File: config.mk
export PLATFORM = sky130hd
export DESIGN_NAME = text_to_integer_parser_flat
export DESIGN_NICKNAME = d
export VERILOG_FILES = /design/src/design/ttip_pkg.sv /design/src/design/ttip_char_if.sv /design/src/design/ttip_result_if.sv /design/src/design/ttip_cfg_if.sv /design/src/design/ttip_ctrl.sv /design/src/design/ttip_datapath.sv /design/src/design/text_to_integer_parser.sv /design/src/flat_wrapper.sv
export SDC_FILE = /design/constraint.sdc
export NUM_CORES = 1
export LEC_CHECK = 0
export BUFFER_PORTS_ARGS = -buffer_cell sky130_fd_sc_hd__buf_2
export CAP_MARGIN = 20
export CORE_ASPECT_RATIO = 0.7
export CORE_MARGIN = 2
export CORE_UTILIZATION = 65
export CTS_BUF_LIST = sky130_fd_sc_hd__clkbuf_16
export DETAILED_ROUTE_END_ITERATION = 10
export PLACE_DENSITY = 0.81
export SLEW_MARGIN = 20
export SYNTH_ARGS = -nofsm -noshare
export SYNTH_HDL_FRONTEND = slang
export SYNTH_HIERARCHICAL = 1
export SYNTH_SLANG_ARGS = --single-unit
File: constraint.sdc
create_clock -name clk -period 15.9 [get_ports clk]
set_clock_uncertainty 0.15 [all_clocks]
set_input_delay 0 -clock clk [delete_from_list [all_inputs] [get_ports clk]]
set_output_delay 0 -clock clk [all_outputs]
set_load 0.005 [all_outputs]
File: src/design/ttip_pkg.sv
`timescale 1ns / 1ps

package ttip_pkg;

    // Widths of the text, the radix and the result fields
    localparam int CHAR_W       = 8;
    localparam int BASE_W       = 6;
    localparam int DIGIT_W      = 6;
    localparam int VALUE_WIDTH  = 32;
    localparam int LENGTH_WIDTH = 16;

    // Signed limits as magnitudes
    localparam logic [VALUE_WIDTH-1:0] POS_LIM = {1'b0, {(VALUE_WIDTH-1){1'b1}}};
    localparam logic [VALUE_WIDTH-1:0] NEG_LIM = {1'b1, {(VALUE_WIDTH-1){1'b0}}};

    // Radix codes
    localparam logic [BASE_W-1:0] BASE_AUTO  = 6'd0;
    localparam logic [BASE_W-1:0] BASE_ONE   = 6'd1;
    localparam logic [BASE_W-1:0] BASE_OCT   = 6'd8;
    localparam logic [BASE_W-1:0] BASE_DEC   = 6'd10;
    localparam logic [BASE_W-1:0] BASE_HEX   = 6'd16;
    localparam logic [BASE_W-1:0] BASE_MAX   = 6'd36;
    localparam logic [BASE_W-1:0] BASE_RESET = BASE_DEC;

    // Character codes
    localparam logic [CHAR_W-1:0] CH_SPACE = 8'd32;
    localparam logic [CHAR_W-1:0] CH_TAB   = 8'd9;
    localparam logic [CHAR_W-1:0] CH_CR    = 8'd13;
    localparam logic [CHAR_W-1:0] CH_PLUS  = 8'd43;
    localparam logic [CHAR_W-1:0] CH_MINUS = 8'd45;
    localparam logic [CHAR_W-1:0] CH_ZERO  = 8'd48;
    localparam logic [CHAR_W-1:0] CH_NINE  = 8'd57;
    localparam logic [CHAR_W-1:0] CH_UA    = 8'd65;
    localparam logic [CHAR_W-1:0] CH_UX    = 8'd88;
    localparam logic [CHAR_W-1:0] CH_UZ    = 8'd90;
    localparam logic [CHAR_W-1:0] CH_LA    = 8'd97;
    localparam logic [CHAR_W-1:0] CH_LX    = 8'd120;
    localparam logic [CHAR_W-1:0] CH_LZ    = 8'd122;
    localparam logic [CHAR_W-1:0] UPPER_OFS = CH_UA - 8'd10;
    localparam logic [CHAR_W-1:0] LOWER_OFS = CH_LA - 8'd10;

    // Datapath operations issued by the controller
    typedef enum logic [2:0] {
        OP_NONE,
        OP_COUNT,
        OP_SIGN,
        OP_ZERO_PREFIX,
        OP_START_DIGIT,
        OP_HEX,
        OP_DIGIT,
        OP_FINISH
    } op_t;

    // Controller to datapath
    typedef struct packed {
        op_t op;
    } cmd_t;

    // Datapath to controller: class of the current character
    typedef struct packed {
        logic is_white;
        logic is_sign;
        logic is_zero_char;
        logic is_hex_mark;
        logic cfg_invalid;
        logic prefix_ok;
        logic start_digit_ok;
        logic digit_ok;
    } status_t;

    // Per-radix overflow limit
    typedef struct packed {
        logic [VALUE_WIDTH-1:0] cut;
        logic [DIGIT_W-1:0]     last;
    } cutoff_t;

    function automatic cutoff_t cutoff_lookup(input logic [BASE_W-1:0] base, input logic neg);
        cutoff_t r;
        r = '{cut: '0, last: '0};
        case (base)
            6'd2:  r = neg ? '{NEG_LIM / 2, DIGIT_W'(NEG_LIM % 2)}
                           : '{POS_LIM / 2, DIGIT_W'(POS_LIM % 2)};
            6'd3:  r = neg ? '{NEG_LIM / 3, DIGIT_W'(NEG_LIM % 3)}
                           : '{POS_LIM / 3, DIGIT_W'(POS_LIM % 3)};
            6'd4:  r = neg ? '{NEG_LIM / 4, DIGIT_W'(NEG_LIM % 4)}
                           : '{POS_LIM / 4, DIGIT_W'(POS_LIM % 4)};
            6'd5:  r = neg ? '{NEG_LIM / 5, DIGIT_W'(NEG_LIM % 5)}
                           : '{POS_LIM / 5, DIGIT_W'(POS_LIM % 5)};
            6'd6:  r = neg ? '{NEG_LIM / 6, DIGIT_W'(NEG_LIM % 6)}
                           : '{POS_LIM / 6, DIGIT_W'(POS_LIM % 6)};
            6'd7:  r = neg ? '{NEG_LIM / 7, DIGIT_W'(NEG_LIM % 7)}
                           : '{POS_LIM / 7, DIGIT_W'(POS_LIM % 7)};
            6'd8:  r = neg ? '{NEG_LIM / 8, DIGIT_W'(NEG_LIM % 8)}
                           : '{POS_LIM / 8, DIGIT_W'(POS_LIM % 8)};
            6'd9:  r = neg ? '{NEG_LIM / 9, DIGIT_W'(NEG_LIM % 9)}
                           : '{POS_LIM / 9, DIGIT_W'(POS_LIM % 9)};
            6'd10: r = neg ? '{NEG_LIM / 10, DIGIT_W'(NEG_LIM % 10)}
                           : '{POS_LIM / 10, DIGIT_W'(POS_LIM % 10)};
            6'd11: r = neg ? '{NEG_LIM / 11, DIGIT_W'(NEG_LIM % 11)}
                           : '{POS_LIM / 11, DIGIT_W'(POS_LIM % 11)};
            6'd12: r = neg ? '{NEG_LIM / 12, DIGIT_W'(NEG_LIM % 12)}
                           : '{POS_LIM / 12, DIGIT_W'(POS_LIM % 12)};
            6'd13: r = neg ? '{NEG_LIM / 13, DIGIT_W'(NEG_LIM % 13)}
                           : '{POS_LIM / 13, DIGIT_W'(POS_LIM % 13)};
            6'd14: r = neg ? '{NEG_LIM / 14, DIGIT_W'(NEG_LIM % 14)}
                           : '{POS_LIM / 14, DIGIT_W'(POS_LIM % 14)};
            6'd15: r = neg ? '{NEG_LIM / 15, DIGIT_W'(NEG_LIM % 15)}
                           : '{POS_LIM / 15, DIGIT_W'(POS_LIM % 15)};
            6'd16: r = neg ? '{NEG_LIM / 16, DIGIT_W'(NEG_LIM % 16)}
                           : '{POS_LIM / 16, DIGIT_W'(POS_LIM % 16)};
            6'd17: r = neg ? '{NEG_LIM / 17, DIGIT_W'(NEG_LIM % 17)}
                           : '{POS_LIM / 17, DIGIT_W'(POS_LIM % 17)};
            6'd18: r = neg ? '{NEG_LIM / 18, DIGIT_W'(NEG_LIM % 18)}
                           : '{POS_LIM / 18, DIGIT_W'(POS_LIM % 18)};
            6'd19: r = neg ? '{NEG_LIM / 19, DIGIT_W'(NEG_LIM % 19)}
                           : '{POS_LIM / 19, DIGIT_W'(POS_LIM % 19)};
            6'd20: r = neg ? '{NEG_LIM / 20, DIGIT_W'(NEG_LIM % 20)}
                           : '{POS_LIM / 20, DIGIT_W'(POS_LIM % 20)};
            6'd21: r = neg ? '{NEG_LIM / 21, DIGIT_W'(NEG_LIM % 21)}
                           : '{POS_LIM / 21, DIGIT_W'(POS_LIM % 21)};
            6'd22: r = neg ? '{NEG_LIM / 22, DIGIT_W'(NEG_LIM % 22)}
                           : '{POS_LIM / 22, DIGIT_W'(POS_LIM % 22)};
            6'd23: r = neg ? '{NEG_LIM / 23, DIGIT_W'(NEG_LIM % 23)}
                           : '{POS_LIM / 23, DIGIT_W'(POS_LIM % 23)};
            6'd24: r = neg ? '{NEG_LIM / 24, DIGIT_W'(NEG_LIM % 24)}
                           : '{POS_LIM / 24, DIGIT_W'(POS_LIM % 24)};
            6'd25: r = neg ? '{NEG_LIM / 25, DIGIT_W'(NEG_LIM % 25)}
                           : '{POS_LIM / 25, DIGIT_W'(POS_LIM % 25)};
            6'd26: r = neg ? '{NEG_LIM / 26, DIGIT_W'(NEG_LIM % 26)}
                           : '{POS_LIM / 26, DIGIT_W'(POS_LIM % 26)};
            6'd27: r = neg ? '{NEG_LIM / 27, DIGIT_W'(NEG_LIM % 27)}
                           : '{POS_LIM / 27, DIGIT_W'(POS_LIM % 27)};
            6'd28: r = neg ? '{NEG_LIM / 28, DIGIT_W'(NEG_LIM % 28)}
                           : '{POS_LIM / 28, DIGIT_W'(POS_LIM % 28)};
            6'd29: r = neg ? '{NEG_LIM / 29, DIGIT_W'(NEG_LIM % 29)}
                           : '{POS_LIM / 29, DIGIT_W'(POS_LIM % 29)};
            6'd30: r = neg ? '{NEG_LIM / 30, DIGIT_W'(NEG_LIM % 30)}
                           : '{POS_LIM / 30, DIGIT_W'(POS_LIM % 30)};
            6'd31: r = neg ? '{NEG_LIM / 31, DIGIT_W'(NEG_LIM % 31)}
                           : '{POS_LIM / 31, DIGIT_W'(POS_LIM % 31)};
            6'd32: r = neg ? '{NEG_LIM / 32, DIGIT_W'(NEG_LIM % 32)}
                           : '{POS_LIM / 32, DIGIT_W'(POS_LIM % 32)};
            6'd33: r = neg ? '{NEG_LIM / 33, DIGIT_W'(NEG_LIM % 33)}
                           : '{POS_LIM / 33, DIGIT_W'(POS_LIM % 33)};
            6'd34: r = neg ? '{NEG_LIM / 34, DIGIT_W'(NEG_LIM % 34)}
                           : '{POS_LIM / 34, DIGIT_W'(POS_LIM % 34)};
            6'd35: r = neg ? '{NEG_LIM / 35, DIGIT_W'(NEG_LIM % 35)}
                           : '{POS_LIM / 35, DIGIT_W'(POS_LIM % 35)};
            6'd36: r = neg ? '{NEG_LIM / 36, DIGIT_W'(NEG_LIM % 36)}
                           : '{POS_LIM / 36, DIGIT_W'(POS_LIM % 36)};
            default: r = '{cut: '0, last: '0};
        endcase
        return r;
    endfunction

endpackage

File: src/design/ttip_char_if.sv
`timescale 1ns / 1ps

interface ttip_char_if;
    logic                         valid;
    logic                         ready;
    logic [ttip_pkg::CHAR_W-1:0]  text_char;

    modport source (output valid, output text_char, input ready);
    modport sink   (input valid, input text_char, output ready);
endinterface

File: src/design/ttip_result_if.sv
`timescale 1ns / 1ps

interface ttip_result_if;
    logic                                      valid;
    logic                                      ready;
    logic signed [ttip_pkg::VALUE_WIDTH-1:0]   parsed_value;
    logic                                      range_overflow;
    logic                                      digits_found;
    logic        [ttip_pkg::LENGTH_WIDTH-1:0]  consumed_length;

    modport source (output valid, output parsed_value, output range_overflow,
                    output digits_found, output consumed_length, input ready);
    modport sink   (input valid, input parsed_value, input range_overflow,
                    input digits_found, input consumed_length, output ready);
endinterface

File: src/design/ttip_cfg_if.sv
`timescale 1ns / 1ps

interface ttip_cfg_if;
    logic                         valid;
    logic                         ready;
    logic [ttip_pkg::BASE_W-1:0]  number_base;

    modport source (output valid, output number_base, input ready);
    modport sink   (input valid, input number_base, output ready);
endinterface

File: src/design/ttip_ctrl.sv
`timescale 1ns / 1ps

module ttip_ctrl (
    input  logic               clk,
    input  logic               rst_n,
    input  logic               in_valid,
    output logic               in_ready,
    output logic               out_valid,
    input  logic               out_ready,
    input  ttip_pkg::status_t  status,
    output ttip_pkg::cmd_t     cmd
);

    typedef enum logic [1:0] {
        PH_SKIP,
        PH_BODY,
        PH_ZERO,
        PH_DIGITS
    } phase_t;

    phase_t state_reg;
    phase_t state_next;
    logic   out_valid_reg;
    logic   out_valid_next;
    logic   accept;
    ttip_pkg::op_t op;
    ttip_pkg::op_t start_op;
    phase_t        start_phase;

    // Take a request whenever the result register is free or draining
    assign in_ready  = !out_valid_reg || out_ready;
    assign accept    = in_valid && in_ready;
    assign out_valid = out_valid_reg;
    assign cmd.op    = op;

    // Decide how the first byte of a number body is handled
    always_comb
    begin
        if (status.cfg_invalid)
        begin
            start_op    = ttip_pkg::OP_FINISH;
            start_phase = PH_SKIP;
        end
        else if (status.prefix_ok && status.is_zero_char)
        begin
            start_op    = ttip_pkg::OP_ZERO_PREFIX;
            start_phase = PH_ZERO;
        end
        else if (status.start_digit_ok)
        begin
            start_op    = ttip_pkg::OP_START_DIGIT;
            start_phase = PH_DIGITS;
        end
        else
        begin
            start_op    = ttip_pkg::OP_FINISH;
            start_phase = PH_SKIP;
        end
    end

    // Advance the parse phase on each accepted byte
    always_comb
    begin
        op         = ttip_pkg::OP_NONE;
        state_next = state_reg;
        if (accept)
        begin
            case (state_reg)
                PH_SKIP:
                begin
                    if (status.is_white)
                    begin
                        op = ttip_pkg::OP_COUNT;
                    end
                    else if (status.is_sign)
                    begin
                        op         = ttip_pkg::OP_SIGN;
                        state_next = PH_BODY;
                    end
                    else
                    begin
                        op         = start_op;
                        state_next = start_phase;
                    end
                end
                PH_BODY:
                begin
                    op         = start_op;
                    state_next = start_phase;
                end
                PH_ZERO:
                begin
                    if (status.is_hex_mark)
                    begin
                        op         = ttip_pkg::OP_HEX;
                        state_next = PH_DIGITS;
                    end
                    else if (status.digit_ok)
                    begin
                        op         = ttip_pkg::OP_DIGIT;
                        state_next = PH_DIGITS;
                    end
                    else
                    begin
                        op         = ttip_pkg::OP_FINISH;
                        state_next = PH_SKIP;
                    end
                end
                PH_DIGITS:
                begin
                    if (status.digit_ok)
                    begin
                        op = ttip_pkg::OP_DIGIT;
                    end
                    else
                    begin
                        op         = ttip_pkg::OP_FINISH;
                        state_next = PH_SKIP;
                    end
                end
                default:
                begin
                    op         = ttip_pkg::OP_NONE;
                    state_next = PH_SKIP;
                end
            endcase
        end
    end

    // Hold the result valid until the receiver takes it
    always_comb
    begin
        out_valid_next = out_valid_reg;
        if (out_ready)
        begin
            out_valid_next = 1'b0;
        end
        if (op == ttip_pkg::OP_FINISH)
        begin
            out_valid_next = 1'b1;
        end
    end

    always_ff @(posedge clk or negedge rst_n)
    begin
        if (!rst_n)
        begin
            state_reg     <= PH_SKIP;
            out_valid_reg <= 1'b0;
        end
        else
        begin
            state_reg     <= state_next;
            out_valid_reg <= out_valid_next;
        end
    end

endmodule

File: src/design/ttip_datapath.sv
`timescale 1ns / 1ps

module ttip_datapath (
    input  logic                                     clk,
    input  logic                                     rst_n,
    input  logic [ttip_pkg::CHAR_W-1:0]              text_char,
    input  logic                                     cfg_we,
    input  logic [ttip_pkg::BASE_W-1:0]              cfg_base,
    input  ttip_pkg::cmd_t                           cmd,
    output ttip_pkg::status_t                        status,
    output logic signed [ttip_pkg::VALUE_WIDTH-1:0]  parsed_value,
    output logic                                     range_overflow,
    output logic                                     digits_found,
    output logic [ttip_pkg::LENGTH_WIDTH-1:0]        consumed_length
);

    logic [ttip_pkg::BASE_W-1:0]       base_cfg_reg;
    logic                              neg_reg;
    logic                              neg_next;
    logic [ttip_pkg::VALUE_WIDTH-1:0]  acc_reg;
    logic [ttip_pkg::VALUE_WIDTH-1:0]  acc_next;
    logic                              ovf_reg;
    logic                              ovf_next;
    logic                              any_reg;
    logic                              any_next;
    logic [ttip_pkg::BASE_W-1:0]       base_reg;
    logic [ttip_pkg::BASE_W-1:0]       base_next;
    ttip_pkg::cutoff_t                 cut_reg;
    ttip_pkg::cutoff_t                 cut_next;
    logic [ttip_pkg::LENGTH_WIDTH-1:0] pos_reg;
    logic [ttip_pkg::LENGTH_WIDTH-1:0] pos_next;

    logic signed [ttip_pkg::VALUE_WIDTH-1:0] value_reg;
    logic signed [ttip_pkg::VALUE_WIDTH-1:0] value_next;
    logic                              res_ovf_reg;
    logic                              res_any_reg;
    logic [ttip_pkg::LENGTH_WIDTH-1:0] res_len_reg;
    logic [ttip_pkg::LENGTH_WIDTH-1:0] res_len_next;

    logic                              dvalid;
    logic [ttip_pkg::DIGIT_W-1:0]      digit;
    logic [ttip_pkg::BASE_W-1:0]       start_base;
    logic [ttip_pkg::BASE_W-1:0]       lookup_base;
    ttip_pkg::cutoff_t                 lookup_cut;
    logic                              over_limit;
    logic [ttip_pkg::VALUE_WIDTH-1:0]  acc_scaled;
    logic [ttip_pkg::LENGTH_WIDTH-1:0] pos_inc;

    // Decode the byte into a digit value
    always_comb
    begin
        dvalid = 1'b1;
        digit  = '0;
        if (text_char >= ttip_pkg::CH_ZERO && text_char <= ttip_pkg::CH_NINE)
        begin
            digit = ttip_pkg::DIGIT_W'(text_char - ttip_pkg::CH_ZERO);
        end
        else if (text_char >= ttip_pkg::CH_UA && text_char <= ttip_pkg::CH_UZ)
        begin
            digit = ttip_pkg::DIGIT_W'(text_char - ttip_pkg::UPPER_OFS);
        end
        else if (text_char >= ttip_pkg::CH_LA && text_char <= ttip_pkg::CH_LZ)
        begin
            digit = ttip_pkg::DIGIT_W'(text_char - ttip_pkg::LOWER_OFS);
        end
        else
        begin
            dvalid = 1'b0;
        end
    end

    // Classify the byte for the controller
    assign start_base = (base_cfg_reg == ttip_pkg::BASE_AUTO) ? ttip_pkg::BASE_DEC
                                                              : base_cfg_reg;

    assign status.is_white = (text_char == ttip_pkg::CH_SPACE) ||
                             (text_char >= ttip_pkg::CH_TAB && text_char <= ttip_pkg::CH_CR);
    assign status.is_sign = (text_char == ttip_pkg::CH_PLUS) ||
                            (text_char == ttip_pkg::CH_MINUS);
    assign status.is_zero_char = (text_char == ttip_pkg::CH_ZERO);
    assign status.is_hex_mark = (text_char == ttip_pkg::CH_LX) ||
                                (text_char == ttip_pkg::CH_UX);
    assign status.cfg_invalid = (base_cfg_reg == ttip_pkg::BASE_ONE) ||
                                (base_cfg_reg > ttip_pkg::BASE_MAX);
    assign status.prefix_ok = (base_cfg_reg == ttip_pkg::BASE_AUTO) ||
                              (base_cfg_reg == ttip_pkg::BASE_HEX);
    assign status.start_digit_ok = dvalid && (digit < start_base);
    assign status.digit_ok = dvalid && (base_reg >= 6'd2) && (digit < base_reg);

    // Look up the limit for the radix being latched
    always_comb
    begin
        case (cmd.op)
            ttip_pkg::OP_HEX:
            begin
                lookup_base = ttip_pkg::BASE_HEX;
            end
            ttip_pkg::OP_ZERO_PREFIX:
            begin
                lookup_base = (base_cfg_reg == ttip_pkg::BASE_AUTO) ? ttip_pkg::BASE_OCT
                                                                    : ttip_pkg::BASE_HEX;
            end
            default:
            begin
                lookup_base = start_base;
            end
        endcase
    end

    assign lookup_cut = ttip_pkg::cutoff_lookup(lookup_base, neg_reg);

    // Accumulate one digit with the overflow check
    assign over_limit = (acc_reg > cut_reg.cut) ||
                        ((acc_reg == cut_reg.cut) && (digit > cut_reg.last));
    assign acc_scaled = acc_reg * ttip_pkg::VALUE_WIDTH'(base_reg) +
                        ttip_pkg::VALUE_WIDTH'(digit);
    assign pos_inc = (pos_reg == '1) ? pos_reg : pos_reg + 1'b1;

    // Form the final value of the number
    always_comb
    begin
        if (!any_reg)
        begin
            value_next = '0;
        end
        else if (ovf_reg)
        begin
            value_next = neg_reg ? $signed(ttip_pkg::NEG_LIM) : $signed(ttip_pkg::POS_LIM);
        end
        else if (neg_reg)
        begin
            value_next = $signed('0 - acc_reg);
        end
        else
        begin
            value_next = $signed(acc_reg);
        end
        res_len_next = any_reg ? pos_reg : '0;
    end

    // Update the number state for the issued operation
    always_comb
    begin
        neg_next  = neg_reg;
        acc_next  = acc_reg;
        ovf_next  = ovf_reg;
        any_next  = any_reg;
        base_next = base_reg;
        cut_next  = cut_reg;
        pos_next  = pos_reg;
        case (cmd.op)
            ttip_pkg::OP_NONE:
            begin
                pos_next = pos_reg;
            end
            ttip_pkg::OP_COUNT:
            begin
                pos_next = pos_inc;
            end
            ttip_pkg::OP_SIGN:
            begin
                neg_next = (text_char == ttip_pkg::CH_MINUS);
                pos_next = pos_inc;
            end
            ttip_pkg::OP_ZERO_PREFIX:
            begin
                base_next = lookup_base;
                cut_next  = lookup_cut;
                acc_next  = '0;
                any_next  = 1'b1;
                pos_next  = pos_inc;
            end
            ttip_pkg::OP_START_DIGIT:
            begin
                base_next = lookup_base;
                cut_next  = lookup_cut;
                acc_next  = ttip_pkg::VALUE_WIDTH'(digit);
                any_next  = 1'b1;
                pos_next  = pos_inc;
            end
            ttip_pkg::OP_HEX:
            begin
                base_next = lookup_base;
                cut_next  = lookup_cut;
                any_next  = 1'b0;
                pos_next  = pos_inc;
            end
            ttip_pkg::OP_DIGIT:
            begin
                if (ovf_reg || over_limit)
                begin
                    ovf_next = 1'b1;
                end
                else
                begin
                    acc_next = acc_scaled;
                end
                any_next = 1'b1;
                pos_next = pos_inc;
            end
            ttip_pkg::OP_FINISH:
            begin
                neg_next  = 1'b0;
                acc_next  = '0;
                ovf_next  = 1'b0;
                any_next  = 1'b0;
                base_next = '0;
                cut_next  = '{cut: '0, last: '0};
                pos_next  = '0;
            end
            default:
            begin
                pos_next = pos_reg;
            end
        endcase
    end

    // Hold the radix register and the number state
    always_ff @(posedge clk or negedge rst_n)
    begin
        if (!rst_n)
        begin
            base_cfg_reg <= ttip_pkg::BASE_RESET;
            neg_reg      <= 1'b0;
            acc_reg      <= '0;
            ovf_reg      <= 1'b0;
            any_reg      <= 1'b0;
            base_reg     <= '0;
            cut_reg      <= '{cut: '0, last: '0};
            pos_reg      <= '0;
        end
        else
        begin
            if (cfg_we)
            begin
                base_cfg_reg <= cfg_base;
            end
            neg_reg  <= neg_next;
            acc_reg  <= acc_next;
            ovf_reg  <= ovf_next;
            any_reg  <= any_next;
            base_reg <= base_next;
            cut_reg  <= cut_next;
            pos_reg  <= pos_next;
        end
    end

    // Load the result register when a number ends
    always_ff @(posedge clk)
    begin
        if (cmd.op == ttip_pkg::OP_FINISH)
        begin
            value_reg   <= value_next;
            res_ovf_reg <= ovf_reg;
            res_any_reg <= any_reg;
            res_len_reg <= res_len_next;
        end
    end

    assign parsed_value    = value_reg;
    assign range_overflow  = res_ovf_reg;
    assign digits_found    = res_any_reg;
    assign consumed_length = res_len_reg;

endmodule

File: src/design/text_to_integer_parser.sv
`timescale 1ns / 1ps

// Streaming text-to-integer parser with strtol semantics.
// chars:   one text byte per request (valid/ready); a byte is taken when
//          both are high.
// results: one request per parsed number, carrying the value, overflow
//          flag, digits-found flag and consumed length.
// cfg:     radix register write (valid/ready); ready is always high.
//          Write it only between numbers; it is sampled at the first byte
//          of each number body.
// Throughput: one byte per cycle unless stalled. Each byte is handled in
// the cycle it is taken, with one digit multiply-add of the accumulator
// per cycle. Output: results is valid in the cycle after the byte that
// ends the number is taken. Bytes that do not end a number give nothing.
// Stall: the result register holds one number; while it waits on a low
// results.ready, chars.ready drops; ready follows results.ready when full.
// Reset: radix returns to 10, the parser returns to skipping white space
// and no result is pending.
module text_to_integer_parser (
    input logic           clk,
    input logic           rst_n,
    ttip_char_if.sink     chars,
    ttip_result_if.source results,
    ttip_cfg_if.sink      cfg
);

    ttip_pkg::cmd_t    cmd;
    ttip_pkg::status_t status;

    assign cfg.ready = 1'b1;

    ttip_ctrl u_ctrl (
        .clk       (clk),
        .rst_n     (rst_n),
        .in_valid  (chars.valid),
        .in_ready  (chars.ready),
        .out_valid (results.valid),
        .out_ready (results.ready),
        .status    (status),
        .cmd       (cmd)
    );

    ttip_datapath u_datapath (
        .clk             (clk),
        .rst_n           (rst_n),
        .text_char       (chars.text_char),
        .cfg_we          (cfg.valid),
        .cfg_base        (cfg.number_base),
        .cmd             (cmd),
        .status          (status),
        .parsed_value    (results.parsed_value),
        .range_overflow  (results.range_overflow),
        .digits_found    (results.digits_found),
        .consumed_length (results.consumed_length)
    );

    // A new result only follows a taken byte
    a_result_after_byte: assert property (@(posedge clk) disable iff (!rst_n)
        $rose(results.valid) |-> $past(chars.valid && chars.ready))
        else $error("result appeared without a taken byte");

    // Overflow only on a number that had digits
    a_ovf_has_digits: assert property (@(posedge clk) disable iff (!rst_n)
        (results.valid && results.range_overflow) |-> results.digits_found)
        else $error("overflow flagged without digits");

    // No conversion gives a zero value and zero length
    a_no_conv_zero: assert property (@(posedge clk) disable iff (!rst_n)
        (results.valid && !results.digits_found) |->
        (results.parsed_value == 0 && results.consumed_length == 0))
        else $error("no conversion with nonzero fields");

    // Input stalls while a result is held back
    a_stall_input: assert property (@(posedge clk) disable iff (!rst_n)
        (results.valid && !results.ready) |-> !chars.ready)
        else $error("byte taken while result stalled");

endmodule

File: src/flat_wrapper.sv
// flat-port wrapper written by rule: the top's interface ports become plain ports
module text_to_integer_parser_flat 
  (clk, rst_n, chars_valid, chars_text_char, chars_ready, results_valid, results_parsed_value, results_range_overflow, results_digits_found, results_consumed_length, results_ready, cfg_valid, cfg_number_base, cfg_ready);
  ttip_char_if chars_i ();
  ttip_result_if results_i ();
  ttip_cfg_if cfg_i ();
  input logic clk;
  input logic rst_n;
  input wire logic [$bits(chars_i.valid)-1:0] chars_valid;
  input wire logic [$bits(chars_i.text_char)-1:0] chars_text_char;
  output wire logic [$bits(chars_i.ready)-1:0] chars_ready;
  output wire logic [$bits(results_i.valid)-1:0] results_valid;
  output wire logic [$bits(results_i.parsed_value)-1:0] results_parsed_value;
  output wire logic [$bits(results_i.range_overflow)-1:0] results_range_overflow;
  output wire logic [$bits(results_i.digits_found)-1:0] results_digits_found;
  output wire logic [$bits(results_i.consumed_length)-1:0] results_consumed_length;
  input wire logic [$bits(results_i.ready)-1:0] results_ready;
  input wire logic [$bits(cfg_i.valid)-1:0] cfg_valid;
  input wire logic [$bits(cfg_i.number_base)-1:0] cfg_number_base;
  output wire logic [$bits(cfg_i.ready)-1:0] cfg_ready;
  assign chars_i.valid = chars_valid;
  assign chars_i.text_char = chars_text_char;
  assign chars_ready = chars_i.ready;
  assign results_valid = results_i.valid;
  assign results_parsed_value = results_i.parsed_value;
  assign results_range_overflow = results_i.range_overflow;
  assign results_digits_found = results_i.digits_found;
  assign results_consumed_length = results_i.consumed_length;
  assign results_i.ready = results_ready;
  assign cfg_i.valid = cfg_valid;
  assign cfg_i.number_base = cfg_number_base;
  assign cfg_ready = cfg_i.ready;
  text_to_integer_parser u_core (.clk(clk), .rst_n(rst_n), .chars(chars_i), .results(results_i), .cfg(cfg_i));
endmodule
==> qor_table.md, run 1 <==
| Stage | Quantity | Reported |
|:---|:---|:---|
| sta | Setup repair after global routing missed its margin | false |
| sta | Worst hold slack | 0.0414 ns |
| power | Power share of the combinational group | 45.6% |
| finish | ANT cells | 0 |
| finish | Most common cell after layout, fill and taps aside | and2_1 |
| synthesis | Total of flip-flops plus latches after synthesis | 152 |
| grt | Largest net degree at the start of global routing | 70 |
| clock network | TritonCTS clock tree | built |
| detailed routing | DRT antenna net count | 0 |
| synthesis | Share of synthesized registers carrying an async set or reset | 67.1% |
| detailed routing | DR pass1 iterations | 9 |
| synthesis | Post-synth cell types | 89 |
| power | Power per Cell Area | 109 mW/mm^2 |
| sta | Final worst-path cycle share | 49.8% |
| critical path | Largest stage delay on the critical path | 0.79 ns |
| critical path | Endpoint of the most critical register-to-register path | u_core/u_datapath/cut_reg[15] |
| placement | Post-Place Setup Slack | 8.02 ns |
| finish | Fill cells | 1760 |
| synthesis | Post-synthesis cell type with the largest combined area | dfrtp_1 |
| synthesis | Proportion of synthesized chip area in sequential cells | 25.7% |
| placement | # port buffers | 70 |
| clock network | Post-CTS setup-driven buffer insertion count | 0 |
| power | Reported leakage power | 8.02 nW |
| critical path | CP max stage cell | o21ai_0 |
| synthesis | Synthesis warning total | 6 |
| min path | Classification of the worst-slack hold path | input port to async pin |
| clock network | H-Tree Depth | 4 |
| floorplan | Core area | 0.0238 sq mm |
| clock network | Clk buf depth | 2 |
| critical path | Kind of critical path | input port to flop |
| detailed routing | WL final | 52300 microns |
| finish | Leading cell types in the layout, fill and taps excluded | and2_1, nand2_1, nor2_1, inv_1, ha_1 |
| clock network | Inserted Clock Buffers | 17 |
| sta | Setup TNS after final layout | 0 ns |
| detailed routing | Number of DRC markers after the initial detailed-route iteration | 2215 |
| power | Maximum resistive drop on vdd | 0.000103 V |
| critical path | Arrival time at the worst endpoint | 8.10 ns |
| power | Clock power frac | 23.1% |
| synthesis | Post-synthesis area per instance | 8.81 sq um |
| floorplan | Die Y | 134 microns |
| critical path | Type of origin of the critical path | input port |
| critical path | Cell depth of the worst flop-to-flop path | 21 |
| finish | Footprint of the flip-flops and latches | 0.00406 sq mm |
| sta | Measured slew at the worst slew-check pin | 1.14 ns |
| critical path | Endpoint class of the critical path | flop |
| finish | Fin nets | 2078 |
| critical path | Startpoint of the lowest-slack register-to-register path | u_core/u_datapath/base_cfg_reg[2] |
| power | Cell Int Power | 0.00103 W |
| run | Count of maximum capacitance violations | 0 |
| synthesis | Ranking of synthesized cells by area | dfrtp_1, fa_1, ha_1 |
| finish | P&R area growth vs syn | 8.80% |
| detailed routing | Overall via count from detail_route | 15100 |
| grt | Number of global-route vias before repair | 14800 |
| placement | Detailed-placement wirelength estimate | 37600 microns |
| detailed routing | Number of vias per cell after detailed routing | 7.00 |
| floorplan | I/O pin count | 72 |
| synthesis | Fraction of synthesized cell area taken by the top area cell type | 15.8% |
| finish | Fraction of layout cells with a size suffix above 1 | 8.86% |
| clock network | Post-cts repair resize count | 0 |
| critical path | Critical Path Fanout Max | 26 |
| synthesis | Post-Syn Nets | 2045 |
| placement | Routability cong. | 1.05 |
| grt | Aggregate global routing overflow | 0 |
| critical path | Slack of the worst reg-to-reg path | 8.78 ns |
| sta | Minimum period implied by the final worst setup slack | 7.91 ns |
| grt | Global-route wire length before repair | 82200 microns |
| sta | Peak Freq | 126 MHz |
| finish | Area occupied by multi-input gates | 0.0109 sq mm |
| sta | Slew HR | 23.7% |
| floorplan | Starting density of the core | 66.5% |
| power | Sequential fraction of design power | 31.3% |
| power | Share of total power consumed by net switching | 45.2% |
| outcome | Run status | finished clean |
| clock network | Sink Count | 152 |
| grt | Aggregate global-route resource usage | 41.9% |
| sta | Setup violation total in the final timing report | 0 |
| critical path | Critical path required time | 16.09 ns |
| synthesis | Number of enable-type register cells in the synthesized netlist | 50 |
| sta | Worst Slack Setup Final | 7.99 ns |
| synthesis | Synth Cell Area | 0.0158 sq mm |
| clock network | Clock-pin slew on the worst setup and hold paths | 0.07 ns |
| clock network | Worst-Skew Late Latency | 0.45 ns |
| synthesis | Number of instances in the synthesized netlist | 1793 |
| sta | Final hold viol count | 0 |
| clock network | Hold-fix buffer count after cts | 25 |
| floorplan | Std cell rows | 47 |
| synthesis | Leading register cell type out of synthesis | dfrtp_1 |
| grt | Number of antenna violations at the first check in global routing | 1 |
| floorplan | Die Width | 190 microns |
| detailed routing | Detailed-route wire length per cell | 24.2 microns |
| detailed routing | Number of remaining DRC errors | 0 |
| sta | Number of max-slew violations in the final report | 0 |
| power | Power spent charging and discharging nets | 0.000848 W |
| finish | Max FFs per register | 36 |
| floorplan | Total die area | 0.0256 sq mm |
| clock network | Clock root buffer master | clkbuf_16 |
[synth_stat cells (5+ instances only)]
master	number
and2_1	158
nand2_1	153
nor2_1	142
inv_1	122
ha_1	121
fa_1	112
o21ai_0	111
dfrtp_1	100
clkbuf_1	95
a21oi_1	89
edfxtp_1	50
xnor2_1	31
nand3_1	30
o22ai_1	29
xor2_1	27
nand4_1	26
nor3_1	26
a21o_1	23
a221oi_1	19
or3_1	19
a211oi_1	18
a22o_1	18
nand2b_1	16
o31ai_1	15
a31oi_1	14
o211ai_1	14
and3_1	13
nor4_1	13
nor2b_1	12
a22oi_1	11
and4_1	10
o21a_1	9
or2_2	9
or4_1	8
a21boi_0	6
a221o_1	5
nor4b_1	5
nor4bb_1	5
o2111ai_1	5
[worst max-delay path, delay by kind of cell]
kind	cells	cell delay [ns]
compound gates	10	2.82
simple gates	8	2.79
buf+inv	6	2.17
fa+ha+maj	1	0.31
[area by class of cell]
cell class | instances | area share [%]
inverter | 124 | 2.71
clock buffer | 17 | 2.48
tap | 318 | 2.32
sequential | 152 | 23.6
multi-input combinational | 1417 | 63.5
timing repair buffer | 114 | 4.34
clock inverter | 15 | 1.06
[per-layer routing]
layer  routed length, microns  global-route usage, %
met5                        0                      0
met4                     1660                   13.2
met3                     7600                   14.6
met2                    22300                   61.3
met1                    20800                   58.4
[cells by family (layout without fill, tap and decap cells)]
family	after synthesis	count (layout)	synth area share, %
xor+xnor	58	58	3.22
simple gates	673	673	22.6
fa+ha+maj	233	233	23.8
buf+inv	224	270	5.35
other cells	1	1	0.0237
flops	152	152	25.7
mux	7	7	0.467
compound gates	445	445	18.9
[worst max-delay path by stage]
stage | from | slack, ns | end | depth (start not counted)
2_1_floorplan | chars_text_char[1] | 9.67 | u_core/u_datapath/consumed_length[0] | 19
3_3_place_gp | chars_text_char[1] | 8.01 | u_core/u_datapath/cut_reg[15] | 26
3_5_place_dp | chars_text_char[1] | 8.02 | u_core/u_datapath/cut_reg[15] | 26
4_1_cts | chars_text_char[3] | 8.19 | u_core/u_datapath/cut_reg[15] | 25
5_1_grt | chars_text_char[3] | 7.40 | u_core/u_datapath/cut_reg[12] | 25
6_report | chars_text_char[3] | 7.99 | u_core/u_datapath/cut_reg[15] | 25
[metrics by stage]
step / area [sq um] / utilization, % / std cells / power [W]
2_1_floorplan: 15800 / - / 1793 / 0.00113
3_3_place_gp: 16300 / 68.7 / 2100 / 0.00136
3_5_place_dp: 16300 / 68.7 / 2100 / 0.00139
4_1_cts: 17200 / 72.3 / 2157 / 0.00184
5_1_grt: 17200 / 72.3 / 2157 / 0.00198
6_report: 17200 / 72.3 / 2157 / 0.00188
[power groups by stage]
| stage | clock [W] | combinational, W | sequential, W |
|---|---|---|---|
| after detailed placement | 0 | 0.000806 | 0.000585 |
| after CTS | 0.000433 | 0.000824 | 0.000578 |
| after global routing | 0.000450 | 0.000933 | 0.000593 |
| after floorplan | 0 | 0.000607 | 0.000523 |
| final | 0.000433 | 0.000856 | 0.000588 |
| after global placement | 0 | 0.000786 | 0.000579 |
No activity file was read; power rests on OpenSTA's default activity.
==> run 2: changes to the inputs <==
--- a/config.mk
+++ b/config.mk
@@ -9,10 +9,10 @@
 export CAP_MARGIN = 20
 export CORE_ASPECT_RATIO = 0.7
 export CORE_MARGIN = 2
-export CORE_UTILIZATION = 65
+export CORE_UTILIZATION = 64
 export CTS_BUF_LIST = sky130_fd_sc_hd__clkbuf_16
 export DETAILED_ROUTE_END_ITERATION = 10
-export PLACE_DENSITY = 0.81
+export PLACE_DENSITY = 0.79
 export SLEW_MARGIN = 20
 export SYNTH_ARGS = -nofsm -noshare
 export SYNTH_HDL_FRONTEND = slang
==> constraint.sdc (replaced) <==
create_clock -name clk -period 7.9 [get_ports clk]
set_clock_uncertainty 0.15 [all_clocks]
set_input_delay 0 -clock clk [delete_from_list [all_inputs] [get_ports clk]]
set_output_delay 0 -clock clk [all_outputs]
set_load 0.005 [all_outputs]
==> qor_table.md, run 2 (same netlist as run 1, synthesis figures left out) <==
| Stage | Quantity | Reported |
|:---|:---|:---|
| clock network | Inserted Clock Buffers | 17 |
| clock network | H-Tree Depth | 4 |
| clock network | Post-cts repair resize count | 0 |
| placement | Routability cong. | 1.08 |
| finish | Fill cells | 1769 |
| clock network | Sink Count | 152 |
| floorplan | Starting density of the core | 64.6% |
| finish | Fin nets | 2082 |
| detailed routing | Number of vias per cell after detailed routing | 7.00 |
| power | Maximum resistive drop on vdd | 0.000180 V |
| floorplan | Total die area | 0.0260 sq mm |
| critical path | Endpoint class of the critical path | flop |
| detailed routing | Detailed-route wire length per cell | 25.3 microns |
| finish | Most common cell after layout, fill and taps aside | and2_1 |
| finish | P&R area growth vs syn | 9.21% |
| run | Count of maximum capacitance violations | 0 |
| critical path | Cell seen most often among critical-path stages | a21oi_1 |
| sta | Setup violation total in the final timing report | 0 |
| grt | Largest net degree at the start of global routing | 68 |
| grt | Aggregate global routing overflow | 0 |
| detailed routing | Number of remaining DRC errors | 0 |
| clock network | Hold-fix buffer count after cts | 25 |
| placement | Detailed-placement wirelength estimate | 39700 microns |
| clock network | Clk buf depth | 2 |
| sta | Slew HR | 19.2% |
| min path | Classification of the worst-slack hold path | input port to flop |
| detailed routing | WL final | 54900 microns |
| sta | Setup repair after global routing missed its margin | false |
| clock network | Clock-pin slew on the worst setup and hold paths | 0.08 ns |
| sta | Number of max-slew violations in the final report | 0 |
| critical path | Critical Path Fanout Max | 18 |
| grt | Number of global-route vias before repair | 14900 |
| floorplan | Core area | 0.0244 sq mm |
| power | Reported leakage power | 8.04 nW |
| critical path | Type of origin of the critical path | input port |
| critical path | Slack of the worst reg-to-reg path | 0.87 ns |
| critical path | Arrival time at the worst endpoint | 7.50 ns |
| detailed routing | Overall via count from detail_route | 15200 |
| grt | Aggregate global-route resource usage | 43.5% |
| sta | Final hold viol count | 0 |
| clock network | TritonCTS clock tree | built |
| critical path | Dominant delay contributor by cell family on the critical path | simple AND/OR/NAND/NOR gates |
| clock network | Worst-Skew Late Latency | 0.45 ns |
| detailed routing | DRT antenna net count | 0 |
| floorplan | Die Y | 135 microns |
| placement | Area of placed instances | 0.0164 sq mm |
| finish | Non-Filler Cell Area, Final | 0.0172 sq mm |
| floorplan | I/O pin count | 72 |
| sta | Minimum period implied by the final worst setup slack | 7.35 ns |
| detailed routing | Number of DRC markers after the initial detailed-route iteration | 2127 |
| sta | Final worst-path cycle share | 93.1% |
| grt | Global-route wire length before repair | 85200 microns |
| finish | Max FFs per register | 36 |
| detailed routing | DR pass1 iterations | 8 |
| sta | Peak Freq | 136 MHz |
| critical path | CP max stage cell | xor2_1 |
| floorplan | Die Width | 192 microns |
| critical path | Largest stage delay on the critical path | 0.79 ns |
| floorplan | Std cell rows | 48 |
| critical path | Critical path buffers and inverters | 5 |
| outcome | Run status | finished clean |
| finish | Fraction of layout cells with a size suffix above 1 | 9.17% |
| sta | Measured slew at the worst slew-check pin | 1.21 ns |
| clock network | Clock root buffer master | clkbuf_16 |
| power | Power per Cell Area | 220 mW/mm^2 |
| clock network | Post-CTS setup-driven buffer insertion count | 0 |
| sta | Setup TNS after final layout | 0 ns |
| critical path | Kind of critical path | input port to flop |
| finish | Leading cell types in the layout, fill and taps excluded | and2_1, nand2_1, nor2_1, inv_1, ha_1 |
| grt | Number of antenna violations at the first check in global routing | 5 |
| critical path | Critical path required time | 8.04 ns |
| placement | # port buffers | 70 |
[run 2: final cells by class]
cell class              instances  area [sq um]  area share (%)
clock inverters                15           176            1.02
multi-input cells            1417         10900            63.3
well taps                     325           407            2.36
flip-flops and latches        152          4060            23.5
repair buffers                118           793            4.60
inverters                     124           465            2.70
diodes                          4          10.0          0.0580
clock buffers                  17           425            2.47
[run 2: final timing paths]
kind / start / end / depth (start not counted)
setup / recovery: chars_text_char[3] / u_core/u_datapath/cut_reg[9] / 26
hold / removal: chars_text_char[7] / u_core/u_datapath/neg_reg / 6
setup reg to reg: u_core/u_datapath/base_cfg_reg[2] / u_core/u_datapath/cut_reg[9] / 21
hold reg to reg: u_core/u_datapath/cut_reg[23] / u_core/u_datapath/cut_reg[23] / 1
max in group asynchronous: rst_n / u_core/u_datapath/base_reg[0] / 4
min in group asynchronous: rst_n / u_core/u_datapath/pos_reg[4] / 4
[run 2: power breakdown]
group | switching (W) | internal, W | leakage, nW
combinational | 0.00113 | 0.000632 | 5.91
clock | 0.000407 | 0.000454 | 0.293
sequential | 0.000206 | 0.000970 | 1.83
total | 0.00174 | 0.00206 | 8.04
[run 2: stage by stage]
step	hold WS, ns	total power (W)	utilization [%]	worst slack [ns]	instances
after floorplan	-0.446	0.00227	-	1.67	1793
after global placement	-0.108	0.00276	67.0	0.847	2111
after detailed placement	-0.101	0.00282	67.0	0.721	2111
after CTS	0.00755	0.00371	70.5	0.905	2168
after global routing	0.0903	0.00399	70.5	0.267	2168
final	0.0664	0.00380	70.6	0.548	2172
[run 2: per-layer routing]
layer,GRT usage [%],share of wire [%],up-vias
met5,0,0.024,-
met4,16.6,4.1,2
met3,13.4,14,230
met2,64.2,42,1225
met1,60.2,39,7293
li1,-,-,6449
[run 2: worst reg2reg max path, cell delays in order, from the launching register on]
cell and delay [ns]:
dfrtp_1 0.59, or4_1 0.71, o21ai_0 0.20, buf_4 0.17
inv_1 0.05, ha_1 0.25, a21boi_0 0.12, o21ai_0 0.20
nor4bb_1 0.61, and2b_4 0.27, nand3_1 0.08, a22oi_1 0.30
nor2_1 0.07, buf_4 0.20, xor2_1 0.79, a21oi_1 0.45
nand2_1 0.23, a21oi_1 0.21, a41oi_1 0.43, nand3b_1 0.20
a2111oi_0 0.46, o22ai_1 0.13
